`config.mk`:
```
export PLATFORM = sky130hd
export DESIGN_NAME = serial_frame_receiver
export DESIGN_NICKNAME = d
export VERILOG_FILES = /design/src/rtl/core/srx_pkg.sv /design/src/rtl/core/srx_res_fifo.sv /design/src/rtl/core/serial_frame_receiver.sv
export SDC_FILE = /design/constraint.sdc
export NUM_CORES = 1
export LEC_CHECK = 0
export BUFFER_PORTS_ARGS = -buffer_cell sky130_fd_sc_hd__clkbuf_2
export CAP_MARGIN = 10
export CORE_UTILIZATION = 30
export DETAILED_ROUTE_END_ITERATION = 10
export PLACE_DENSITY = 0.45
export SLEW_MARGIN = 10
export SYNTH_ARGS = -nofsm -noshare
export SYNTH_HDL_FRONTEND = slang
export SYNTH_SLANG_ARGS = --single-unit
```
`constraint.sdc`:
```
create_clock -name clk_i -period 4.2 [get_ports clk_i]
set_input_delay 0.42 -clock clk_i [delete_from_list [all_inputs] [get_ports clk_i]]
set_output_delay 0.42 -clock clk_i [all_outputs]
set_load 0.03 [all_outputs]
```
`src/rtl/core/srx_pkg.sv`:
```
// Package for the serial frame receiver: shared constants, phase codes and the
// result item type. It has no dependencies.
package srx_pkg;

  localparam int unsigned MaxPayloadDef = 1024;
  localparam int unsigned LenW          = 11;
  localparam int unsigned ResDepth      = 4;

  localparam logic [7:0] FlagReset  = 8'h5c;
  localparam logic [7:0] AddrReset  = 8'h01;
  localparam logic [7:0] CtrlDiscA  = 8'h0a;
  localparam logic [7:0] CtrlDiscB  = 8'h06;
  localparam logic [7:0] AckSeqOne  = 8'h11;
  localparam logic [7:0] AckSeqZero = 8'h01;

  localparam logic RegFlag = 1'b0;
  localparam logic RegAddr = 1'b1;

  typedef enum logic [1:0] {
    KIND_DATA = 2'd0,
    KIND_GOOD = 2'd1,
    KIND_BAD  = 2'd2,
    KIND_DISC = 2'd3
  } kind_e;

  typedef enum logic [5:0] {
    FR_START = 6'b000001,
    FR_FLAG  = 6'b000010,
    FR_ADDR  = 6'b000100,
    FR_CTRL  = 6'b001000,
    FR_DATA  = 6'b010000,
    FR_OVER  = 6'b100000
  } frame_e;

  typedef enum logic [5:0] {
    DS_START = 6'b000001,
    DS_FLAG  = 6'b000010,
    DS_ADDR  = 6'b000100,
    DS_CTLA  = 6'b001000,
    DS_CTLB  = 6'b010000,
    DS_CHK   = 6'b100000
  } disc_e;

  typedef struct packed {
    kind_e             kind;
    logic [7:0]        data;
    logic [7:0]        ack;
    logic [LenW-1:0]   len;
    logic              last;
  } result_t;

endpackage

```
`src/rtl/core/srx_res_fifo.sv`:
```
// Result queue of the serial frame receiver: takes up to two result items per
// cycle and hands them out one at a time. Depends on srx_pkg.
module srx_res_fifo #(
  parameter int unsigned Depth = srx_pkg::ResDepth
) (
  input  logic            clk_i,
  input  logic            rst_ni,
  input  logic [1:0]      push_n_i,
  input  srx_pkg::result_t push0_i,
  input  srx_pkg::result_t push1_i,
  output logic            room_o,
  output logic            valid_o,
  input  logic            stall_i,
  output srx_pkg::result_t head_o
);

  localparam int unsigned PtrW = (Depth > 1) ? $clog2(Depth) : 1;
  localparam int unsigned CntW = $clog2(Depth + 1);

  srx_pkg::result_t mem_q [Depth];
  logic [PtrW-1:0]  wr_ptr_q, wr_ptr_d, rd_ptr_q, rd_ptr_d;
  logic [PtrW-1:0]  wr_ptr_nx;
  logic [CntW-1:0]  count_q, count_d;
  logic             pop;

  function automatic logic [PtrW-1:0] ptr_inc(input logic [PtrW-1:0] p);
    ptr_inc = (p == PtrW'(Depth - 1)) ? '0 : p + PtrW'(1);
  endfunction

  assign valid_o  = (count_q != '0);
  assign head_o   = mem_q[rd_ptr_q];
  assign pop      = valid_o && !stall_i;
  // Two free entries are needed, since one item may cause two results.
  assign room_o   = (count_q <= CntW'(Depth - 2));
  assign wr_ptr_nx = ptr_inc(wr_ptr_q);

  always_comb begin
    wr_ptr_d = wr_ptr_q;
    case (push_n_i)
      2'd1:    wr_ptr_d = wr_ptr_nx;
      2'd2:    wr_ptr_d = ptr_inc(wr_ptr_nx);
      default: wr_ptr_d = wr_ptr_q;
    endcase
    rd_ptr_d = pop ? ptr_inc(rd_ptr_q) : rd_ptr_q;
    count_d  = count_q + CntW'(push_n_i) - CntW'(pop);
  end

  always_ff @(posedge clk_i) begin
    if (push_n_i != 2'd0) begin
      mem_q[wr_ptr_q] <= push0_i;
    end
    if (push_n_i == 2'd2) begin
      mem_q[wr_ptr_nx] <= push1_i;
    end
  end

  always_ff @(posedge clk_i or negedge rst_ni) begin
    if (!rst_ni) begin
      wr_ptr_q <= '0;
      rd_ptr_q <= '0;
      count_q  <= '0;
    end else begin
      wr_ptr_q <= wr_ptr_d;
      rd_ptr_q <= rd_ptr_d;
      count_q  <= count_d;
    end
  end

endmodule

```
`src/rtl/core/serial_frame_receiver.sv`:
```
// Serial frame receiver: recognises information frames and disconnect frames
// in a byte stream, one byte per cycle. Depends on srx_pkg and srx_res_fifo.
// Results that a byte gives rise to are pushed into the result queue and offered in order.
// Throughput: one byte per cycle; input stalls only while the four-entry
// result queue has fewer than two free entries.
// Reset: both frame machines return to start, the sequence bit clears and the
// registers take their reset values; no clearing pass is needed.
module serial_frame_receiver #(
  parameter int unsigned MAX_PAYLOAD = srx_pkg::MaxPayloadDef
) (
  input  logic                     clk_i,
  input  logic                     rst_ni,
  input  logic                     cfg_we_i,
  input  logic                     cfg_index_i,
  input  logic [7:0]               cfg_wdata_i,
  input  logic                     rx_valid_i,
  output logic                     rx_stall_o,
  input  logic [7:0]               rx_byte_i,
  output logic                     res_valid_o,
  input  logic                     res_stall_i,
  output logic [1:0]               result_kind_o,
  output logic [7:0]               data_byte_o,
  output logic [7:0]               ack_control_o,
  output logic [srx_pkg::LenW-1:0] payload_length_o,
  output logic                     last_o
);

  localparam int unsigned CntW = $clog2(MAX_PAYLOAD + 1);
  localparam int unsigned LenW = srx_pkg::LenW;

  logic [7:0]       flag_q, addr_q;
  srx_pkg::frame_e  frame_q, frame_d;
  srx_pkg::disc_e   disc_q, disc_d;
  logic             seq_q, seq_d;
  logic [7:0]       held_q, held_d;
  logic             held_vld_q, held_vld_d;
  logic [7:0]       xor_q, xor_d;
  logic [CntW-1:0]  count_q, count_d;

  logic             accept, room, is_flag, disc_hit, fr_emit;
  logic [7:0]       seq_byte;
  logic [CntW+LenW-1:0] count_ext;
  srx_pkg::result_t fr_res, disc_res, push0, push1, head;
  logic [1:0]       push_n;

  assign rx_stall_o = !room;
  assign accept     = rx_valid_i && room;
  assign is_flag    = (rx_byte_i == flag_q);
  assign seq_byte   = {7'd0, seq_q};
  assign count_ext  = {LenW'(0), count_q};

  always_comb begin
    disc_d   = disc_q;
    disc_hit = 1'b0;
    case (disc_q)
      srx_pkg::DS_FLAG: begin
        if (rx_byte_i == addr_q) disc_d = srx_pkg::DS_ADDR;
        else disc_d = is_flag ? srx_pkg::DS_FLAG : srx_pkg::DS_START;
      end
      srx_pkg::DS_ADDR: begin
        if (rx_byte_i == srx_pkg::CtrlDiscA) disc_d = srx_pkg::DS_CTLA;
        else if (rx_byte_i == srx_pkg::CtrlDiscB) disc_d = srx_pkg::DS_CTLB;
        else disc_d = is_flag ? srx_pkg::DS_FLAG : srx_pkg::DS_START;
      end
      srx_pkg::DS_CTLA: begin
        if (rx_byte_i == (addr_q ^ srx_pkg::CtrlDiscA)) disc_d = srx_pkg::DS_CHK;
        else disc_d = is_flag ? srx_pkg::DS_FLAG : srx_pkg::DS_START;
      end
      srx_pkg::DS_CTLB: begin
        if (rx_byte_i == (addr_q ^ srx_pkg::CtrlDiscB)) disc_d = srx_pkg::DS_CHK;
        else disc_d = is_flag ? srx_pkg::DS_FLAG : srx_pkg::DS_START;
      end
      srx_pkg::DS_CHK: begin
        if (is_flag) begin
          disc_hit = 1'b1;
          disc_d   = srx_pkg::DS_START;
        end
      end
      default: begin
        disc_d = is_flag ? srx_pkg::DS_FLAG : srx_pkg::DS_START;
      end
    endcase

    frame_d    = frame_q;
    seq_d      = seq_q;
    held_d     = held_q;
    held_vld_d = held_vld_q;
    xor_d      = xor_q;
    count_d    = count_q;
    fr_emit    = 1'b0;
    fr_res     = '{kind: srx_pkg::KIND_DATA, data: 8'd0, ack: 8'd0, len: '0, last: 1'b1};
    case (frame_q)
      srx_pkg::FR_FLAG: begin
        if (rx_byte_i == addr_q) frame_d = srx_pkg::FR_ADDR;
        else frame_d = is_flag ? srx_pkg::FR_FLAG : srx_pkg::FR_START;
      end
      srx_pkg::FR_ADDR: begin
        if (rx_byte_i == seq_byte) frame_d = srx_pkg::FR_CTRL;
        else frame_d = is_flag ? srx_pkg::FR_FLAG : srx_pkg::FR_START;
      end
      srx_pkg::FR_CTRL: begin
        if (rx_byte_i == (addr_q ^ seq_byte)) begin
          frame_d    = srx_pkg::FR_DATA;
          held_vld_d = 1'b0;
          xor_d      = 8'd0;
          count_d    = '0;
        end else begin
          frame_d = is_flag ? srx_pkg::FR_FLAG : srx_pkg::FR_START;
        end
      end
      srx_pkg::FR_DATA: begin
        if (is_flag) begin
          seq_d   = !seq_q;
          fr_emit = 1'b1;
          if (held_vld_q && (held_q == xor_q)) begin
            fr_res.kind = srx_pkg::KIND_GOOD;
            fr_res.ack  = seq_q ? srx_pkg::AckSeqZero : srx_pkg::AckSeqOne;
            fr_res.len  = count_ext[LenW-1:0];
            // A good frame also restarts the disconnect detector.
            disc_d      = srx_pkg::DS_START;
          end else begin
            fr_res.kind = srx_pkg::KIND_BAD;
          end
          frame_d    = srx_pkg::FR_START;
          held_vld_d = 1'b0;
          xor_d      = 8'd0;
          count_d    = '0;
        end else if (held_vld_q && (count_q >= CntW'(MAX_PAYLOAD))) begin
          frame_d = srx_pkg::FR_OVER;
        end else begin
          // The previous byte goes out now; the newest is held back in case
          // it turns out to be the check byte.
          if (held_vld_q) begin
            fr_emit     = 1'b1;
            fr_res.data = held_q;
            xor_d       = xor_q ^ held_q;
            count_d     = count_q + CntW'(1);
          end
          held_d     = rx_byte_i;
          held_vld_d = 1'b1;
        end
      end
      srx_pkg::FR_OVER: begin
        if (is_flag) begin
          seq_d       = !seq_q;
          fr_emit     = 1'b1;
          fr_res.kind = srx_pkg::KIND_BAD;
          frame_d     = srx_pkg::FR_START;
          held_vld_d  = 1'b0;
          xor_d       = 8'd0;
          count_d     = '0;
        end
      end
      default: begin
        frame_d = is_flag ? srx_pkg::FR_FLAG : srx_pkg::FR_START;
      end
    endcase

    disc_res = '{kind: srx_pkg::KIND_DISC, data: 8'd0, ack: 8'd0, len: '0,
                 last: !fr_emit};
    push_n   = 2'd0;
    push0    = fr_res;
    push1    = fr_res;
    if (accept) begin
      if (disc_hit) begin
        push0  = disc_res;
        push_n = fr_emit ? 2'd2 : 2'd1;
      end else if (fr_emit) begin
        push_n = 2'd1;
      end
    end
  end

  always_ff @(posedge clk_i) begin
    if (accept) begin
      held_q <= held_d;
    end
  end

  always_ff @(posedge clk_i or negedge rst_ni) begin
    if (!rst_ni) begin
      flag_q     <= srx_pkg::FlagReset;
      addr_q     <= srx_pkg::AddrReset;
      frame_q    <= srx_pkg::FR_START;
      disc_q     <= srx_pkg::DS_START;
      seq_q      <= 1'b0;
      held_vld_q <= 1'b0;
      xor_q      <= 8'd0;
      count_q    <= '0;
    end else begin
      if (cfg_we_i) begin
        case (cfg_index_i)
          srx_pkg::RegFlag: flag_q <= cfg_wdata_i;
          srx_pkg::RegAddr: addr_q <= cfg_wdata_i;
          default:          flag_q <= flag_q;
        endcase
      end
      if (accept) begin
        frame_q    <= frame_d;
        disc_q     <= disc_d;
        seq_q      <= seq_d;
        held_vld_q <= held_vld_d;
        xor_q      <= xor_d;
        count_q    <= count_d;
      end
    end
  end

  srx_res_fifo #(
    .Depth(srx_pkg::ResDepth)
  ) u_res_fifo (
    .clk_i   (clk_i),
    .rst_ni  (rst_ni),
    .push_n_i(push_n),
    .push0_i (push0),
    .push1_i (push1),
    .room_o  (room),
    .valid_o (res_valid_o),
    .stall_i (res_stall_i),
    .head_o  (head)
  );

  assign result_kind_o    = head.kind;
  assign data_byte_o      = head.data;
  assign ack_control_o    = head.ack;
  assign payload_length_o = head.len;
  assign last_o           = head.last;

endmodule
```
==> impl_metrics.xml <==
<?xml version="1.0" encoding="UTF-8"?>
<metrics>
  <group name="placement">
    <metric name="port_buffers" unit="">47</metric>
    <metric name="pre_cts_ws" unit="ps">532.8</metric>
    <metric name="dp_hpwl" unit="um">13320</metric>
    <metric name="routabilityCongestion" unit="">0.8265</metric>
  </group>
  <group name="grt">
    <metric name="grt_pass1_wl" unit="um">30340</metric>
    <metric name="grt_pass1_vias" unit="">5214</metric>
    <metric name="grt_max_degree" unit="">33</metric>
    <metric name="globalRoute.totalOverflow" unit="">0</metric>
    <metric name="antenna_violations_before_repair" unit="">0</metric>
    <metric name="grt.total_usage" unit="%">14.90</metric>
  </group>
  <group name="flow_run">
    <metric name="max-cap-violations" unit="">0</metric>
  </group>
  <group name="drt">
    <metric name="vias" unit="">5142</metric>
    <metric name="detailedRoute.firstPassIterationCount" unit="">8</metric>
    <metric name="route.detailed.vias_per_inst" unit="">4.906</metric>
    <metric name="first_iter_violations" unit="">376</metric>
    <metric name="antenna_left" unit="">0</metric>
    <metric name="detail_route.drc_violations" unit="">4</metric>
    <metric name="routedWlPerCell" unit="um">17.97</metric>
    <metric name="wl" unit="um">18830</metric>
  </group>
  <group name="die">
    <metric name="die_h" unit="um">165.3</metric>
    <metric name="die_width" unit="um">165.3</metric>
    <metric name="floorplan.core_area" unit="mm^2">0.02613</metric>
    <metric name="io_pins" unit="">54</metric>
    <metric name="rows" unit="">59</metric>
    <metric name="design.die.area" unit="mm^2">0.02731</metric>
    <metric name="initial_utilization" unit="%">30.60</metric>
  </group>
  <group name="yosys">
    <metric name="yosys_register_bits" unit="">160</metric>
    <metric name="yosysWarnings" unit="">0</metric>
    <metric name="postSynthCellCount" unit="">647</metric>
    <metric name="synth.lib_cells_used.distinct" unit="">59</metric>
    <metric name="synth-async-reset-ratio" unit="%">35.00</metric>
    <metric name="synth_area" unit="mm^2">0.007996</metric>
    <metric name="synth-main-ff-cell" unit="">edfxtp_1</metric>
    <metric name="mean_instance_size_in_the_synthesized_netlist" unit="um^2">12.36</metric>
    <metric name="synth_edf_count" unit="">100</metric>
    <metric name="sequential_element_share_of_the_synthesized_area" unit="%">56.19</metric>
  </group>
  <group name="pwr">
    <metric name="power_frac_comb" unit="%">21.8</metric>
    <metric name="p_seq_share" unit="%">41.7</metric>
    <metric name="switchingPower" unit="W">0.001351</metric>
    <metric name="clockPowerShare" unit="%">36.6</metric>
    <metric name="vdd.ir_drop.worst" unit="mV">0.2142</metric>
    <metric name="post-layout-total-power" unit="W">0.004349</metric>
    <metric name="p_per_area" unit="mW/mm^2">473.0</metric>
    <metric name="power.leakage" unit="nW">3.322</metric>
    <metric name="p_int" unit="W">0.002997</metric>
    <metric name="p_sw_share" unit="%">31.08</metric>
  </group>
  <group name="sta">
    <metric name="worstMarginPinSlew" unit="ps">999.0</metric>
    <metric name="timing.final.crit_period" unit="ps">3476</metric>
    <metric name="rsz0062_at_grt" unit="">no</metric>
    <metric name="max_transition_viols_final" unit="">0</metric>
    <metric name="fin_setup_tns" unit="ps">0</metric>
    <metric name="slew_headroom" unit="%">33.11</metric>
    <metric name="final-hold-violation-count" unit="">0</metric>
    <metric name="max_freq" unit="GHz">0.2877</metric>
    <metric name="setup_slack" unit="ps">724.2</metric>
    <metric name="final_cycle_utilization_of_the_critical_path" unit="%">82.76</metric>
    <metric name="worst_clock_skew" unit="ps">10.43</metric>
    <metric name="count_of_endpoints_failing_setup_in_the_final_report" unit="">0</metric>
  </group>
  <group name="setup_path">
    <metric name="critical_path.startpoint_type" unit="">flop</metric>
    <metric name="regToRegEndpoint" unit="">u_res_fifo.mem_q[1][29]$_DFFE_PP_</metric>
    <metric name="regToRegSetupSlack" unit="ps">720</metric>
    <metric name="worstSetupEndpointType" unit="">flop</metric>
    <metric name="critical_path.max_fanout" unit="">15</metric>
    <metric name="setup.worst_path.end" unit="">u_res_fifo.mem_q[1][29]$_DFFE_PP_</metric>
    <metric name="setup.worst_path.start" unit="">flag_q[2]$_DFFE_PN1P_</metric>
    <metric name="rr_startpoint" unit="">flag_q[2]$_DFFE_PN1P_</metric>
    <metric name="cp_data_arrival_time" unit="ps">3750</metric>
    <metric name="worstPathRequired" unit="ps">4470</metric>
    <metric name="worst-setup-path-type" unit="">flop to flop</metric>
    <metric name="worst_reg2reg_path_length_in_cells" unit="">14</metric>
  </group>
  <group name="hold_path">
    <metric name="worst_hold_path_type" unit="">primary input to async pin</metric>
  </group>
  <group name="cts">
    <metric name="master_cell_of_the_clock_root_buffer" unit="">clkbuf_16</metric>
    <metric name="worstSkewPairLatency" unit="ps">430</metric>
    <metric name="htree_num_levels" unit="">4</metric>
    <metric name="numClockSinks" unit="">160</metric>
    <metric name="postCtsSetupRepairBufs" unit="">0</metric>
    <metric name="cts_repair_resize_count" unit="">0</metric>
    <metric name="clkTransAtPathRegs" unit="ps">70</metric>
    <metric name="clock_path_buffers" unit="">2</metric>
    <metric name="tritoncts" unit="">built</metric>
    <metric name="cts.hold.buffers_added" unit="">0</metric>
    <metric name="cts-buffers-inserted" unit="">17</metric>
  </group>
  <group name="cells_and_area">
    <metric name="num_antenna_cells" unit="">0</metric>
    <metric name="leading_cell_types_in_the_layout_fill_and_taps_excluded" unit="">edfxtp_1, and2_1, nand2_1</metric>
    <metric name="layout.nets" unit="">738</metric>
    <metric name="drive_gt1_share" unit="%">21.88</metric>
    <metric name="area_delta_synth_final" unit="%">14.97</metric>
    <metric name="final_common_cell" unit="">edfxtp_1</metric>
  </group>
  <group name="outcome">
    <metric name="status" unit="">complete, but fails checks</metric>
    <metric name="failing_checks" unit="">design-rule violations</metric>
  </group>
</metrics>
## worst max-delay path, cell delays in order, from the launching register on
cell and delay, ps:
dfstp_2 540, xnor2_1 120, nand4_1 230, nor2_1 440, o21ai_0 190, a21oi_1 150, ha_1 240, and3_1 180
inv_1 80, ha_1 250, nand2_1 140, nand2_1 210, buf_4 320, nand2_1 110, a21oi_1 130
## worst min path at each step
stage / cells past startpoint / end / start / slack (ps)
after floorplan: 0 / addr_q[1]$_DFFE_PN0P_ / rst_ni / 120
after global placement: 2 / u_res_fifo.mem_q[2][0]$_SDFFE_PP1P_ / u_res_fifo.mem_q[2][0]$_SDFFE_PP1P_ / 470
after detailed placement: 2 / u_res_fifo.mem_q[0][0]$_SDFFE_PP1P_ / u_res_fifo.mem_q[0][0]$_SDFFE_PP1P_ / 480
after CTS: 1 / flag_q[1]$_DFFE_PN0P_ / rst_ni / 130
after global routing: 1 / addr_q[4]$_DFFE_PN0P_ / rst_ni / 180
final: 1 / addr_q[5]$_DFFE_PN0P_ / rst_ni / 120
## stage by stage
| step | utilization, % | instance area [um^2] | std cells | hold slack (ps) |
|---|---|---|---|---|
| floorplan | - | 8015 | 652 | 124.4 |
| global placement | 32.88 | 8592 | 1016 | 467.8 |
| detailed placement | 32.88 | 8592 | 1016 | 478.1 |
| CTS | 35.18 | 9194 | 1048 | 134.3 |
| global route | 35.18 | 9194 | 1048 | 181.7 |
| finish | 35.18 | 9194 | 1048 | 115.2 |
## logic make-up (layout without fill, tap and decap cells)
family	count (synthesis)	count (layout)	synth area share [%]
and+or+nand+nor	244	244	17.09
DFF	160	160	56.19
muxes	46	46	9.858
buffers and inverters	47	108	3.082
xor gates and xnor gates	34	34	3.896
other	1	6	0.04690
adders and majority gates	16	16	2.597
AOI/OAI and AO/OA	99	99	7.244
## cell usage after synthesis, drive strengths merged (7+ instances only)
library cell,number,area [um^2]
o21ai,37,185.2
mux2,22,247.7
edfxtp,100,3003
nor2b,10,62.56
xor2,7,61.31
dfrtp,49,1226
dfstp,7,183.9
inv,13,48.80
and3,13,101.3
buf,16,130.1
nor2,33,140.1
mux4,24,540.5
and2,77,481.7
nand2b,10,62.56
ha,15,187.7
nand2,57,216.5
a21oi,30,150.1
nor3,7,35.03
clkbuf,18,67.56
o211ai,8,60.06
xnor2,26,227.7
nand3,10,50.05
## sequential cells by signal, summed over array words and instances, names as in the netlist, 3 cells and up
| name | count |
|---|---|
| addr_q | 8 |
| disc_q | 6 |
| count_q | 11 |
| held_q | 8 |
| flag_q | 8 |
| u_res_fifo.count_q | 3 |
| u_res_fifo.mem_q | 96 |
| xor_q | 8 |
| frame_q | 6 |
## power groups by stage
stage | Combinational [W] | Sequential [W] | Clock, W
after floorplan | 0.000770 | 0.00177 | 0
after global placement | 0.000963 | 0.00185 | 0
after detailed placement | 0.000968 | 0.00185 | 0
after CTS | 0.000970 | 0.00182 | 0.00163
after global routing | 0.00104 | 0.00182 | 0.00170
final | 0.000946 | 0.00181 | 0.00159
## layer usage
metal,wire length (um),track usage [%],vias to the layer above,part of all wire [%]
li1,-,-,2450,-
met1,8532,19.06,2575,45
met2,9453,25.50,108,50
met3,674,3.222,9,3.6
met4,172,3.586,0,0.91
met5,0,0,-,0
## area by class of cell
type	count	area, um^2
Tap cell	335	419.2
Inverter	13	48.80
Multi-Input combinational cell	445	3276
Sequential cell	160	4493
Fill cell	2610	16940
Clock buffer	17	425.4
Timing Repair Buffer	63	355.3
Clock inverter	15	176.4
No activity file was read; power rests on OpenSTA's default activity.
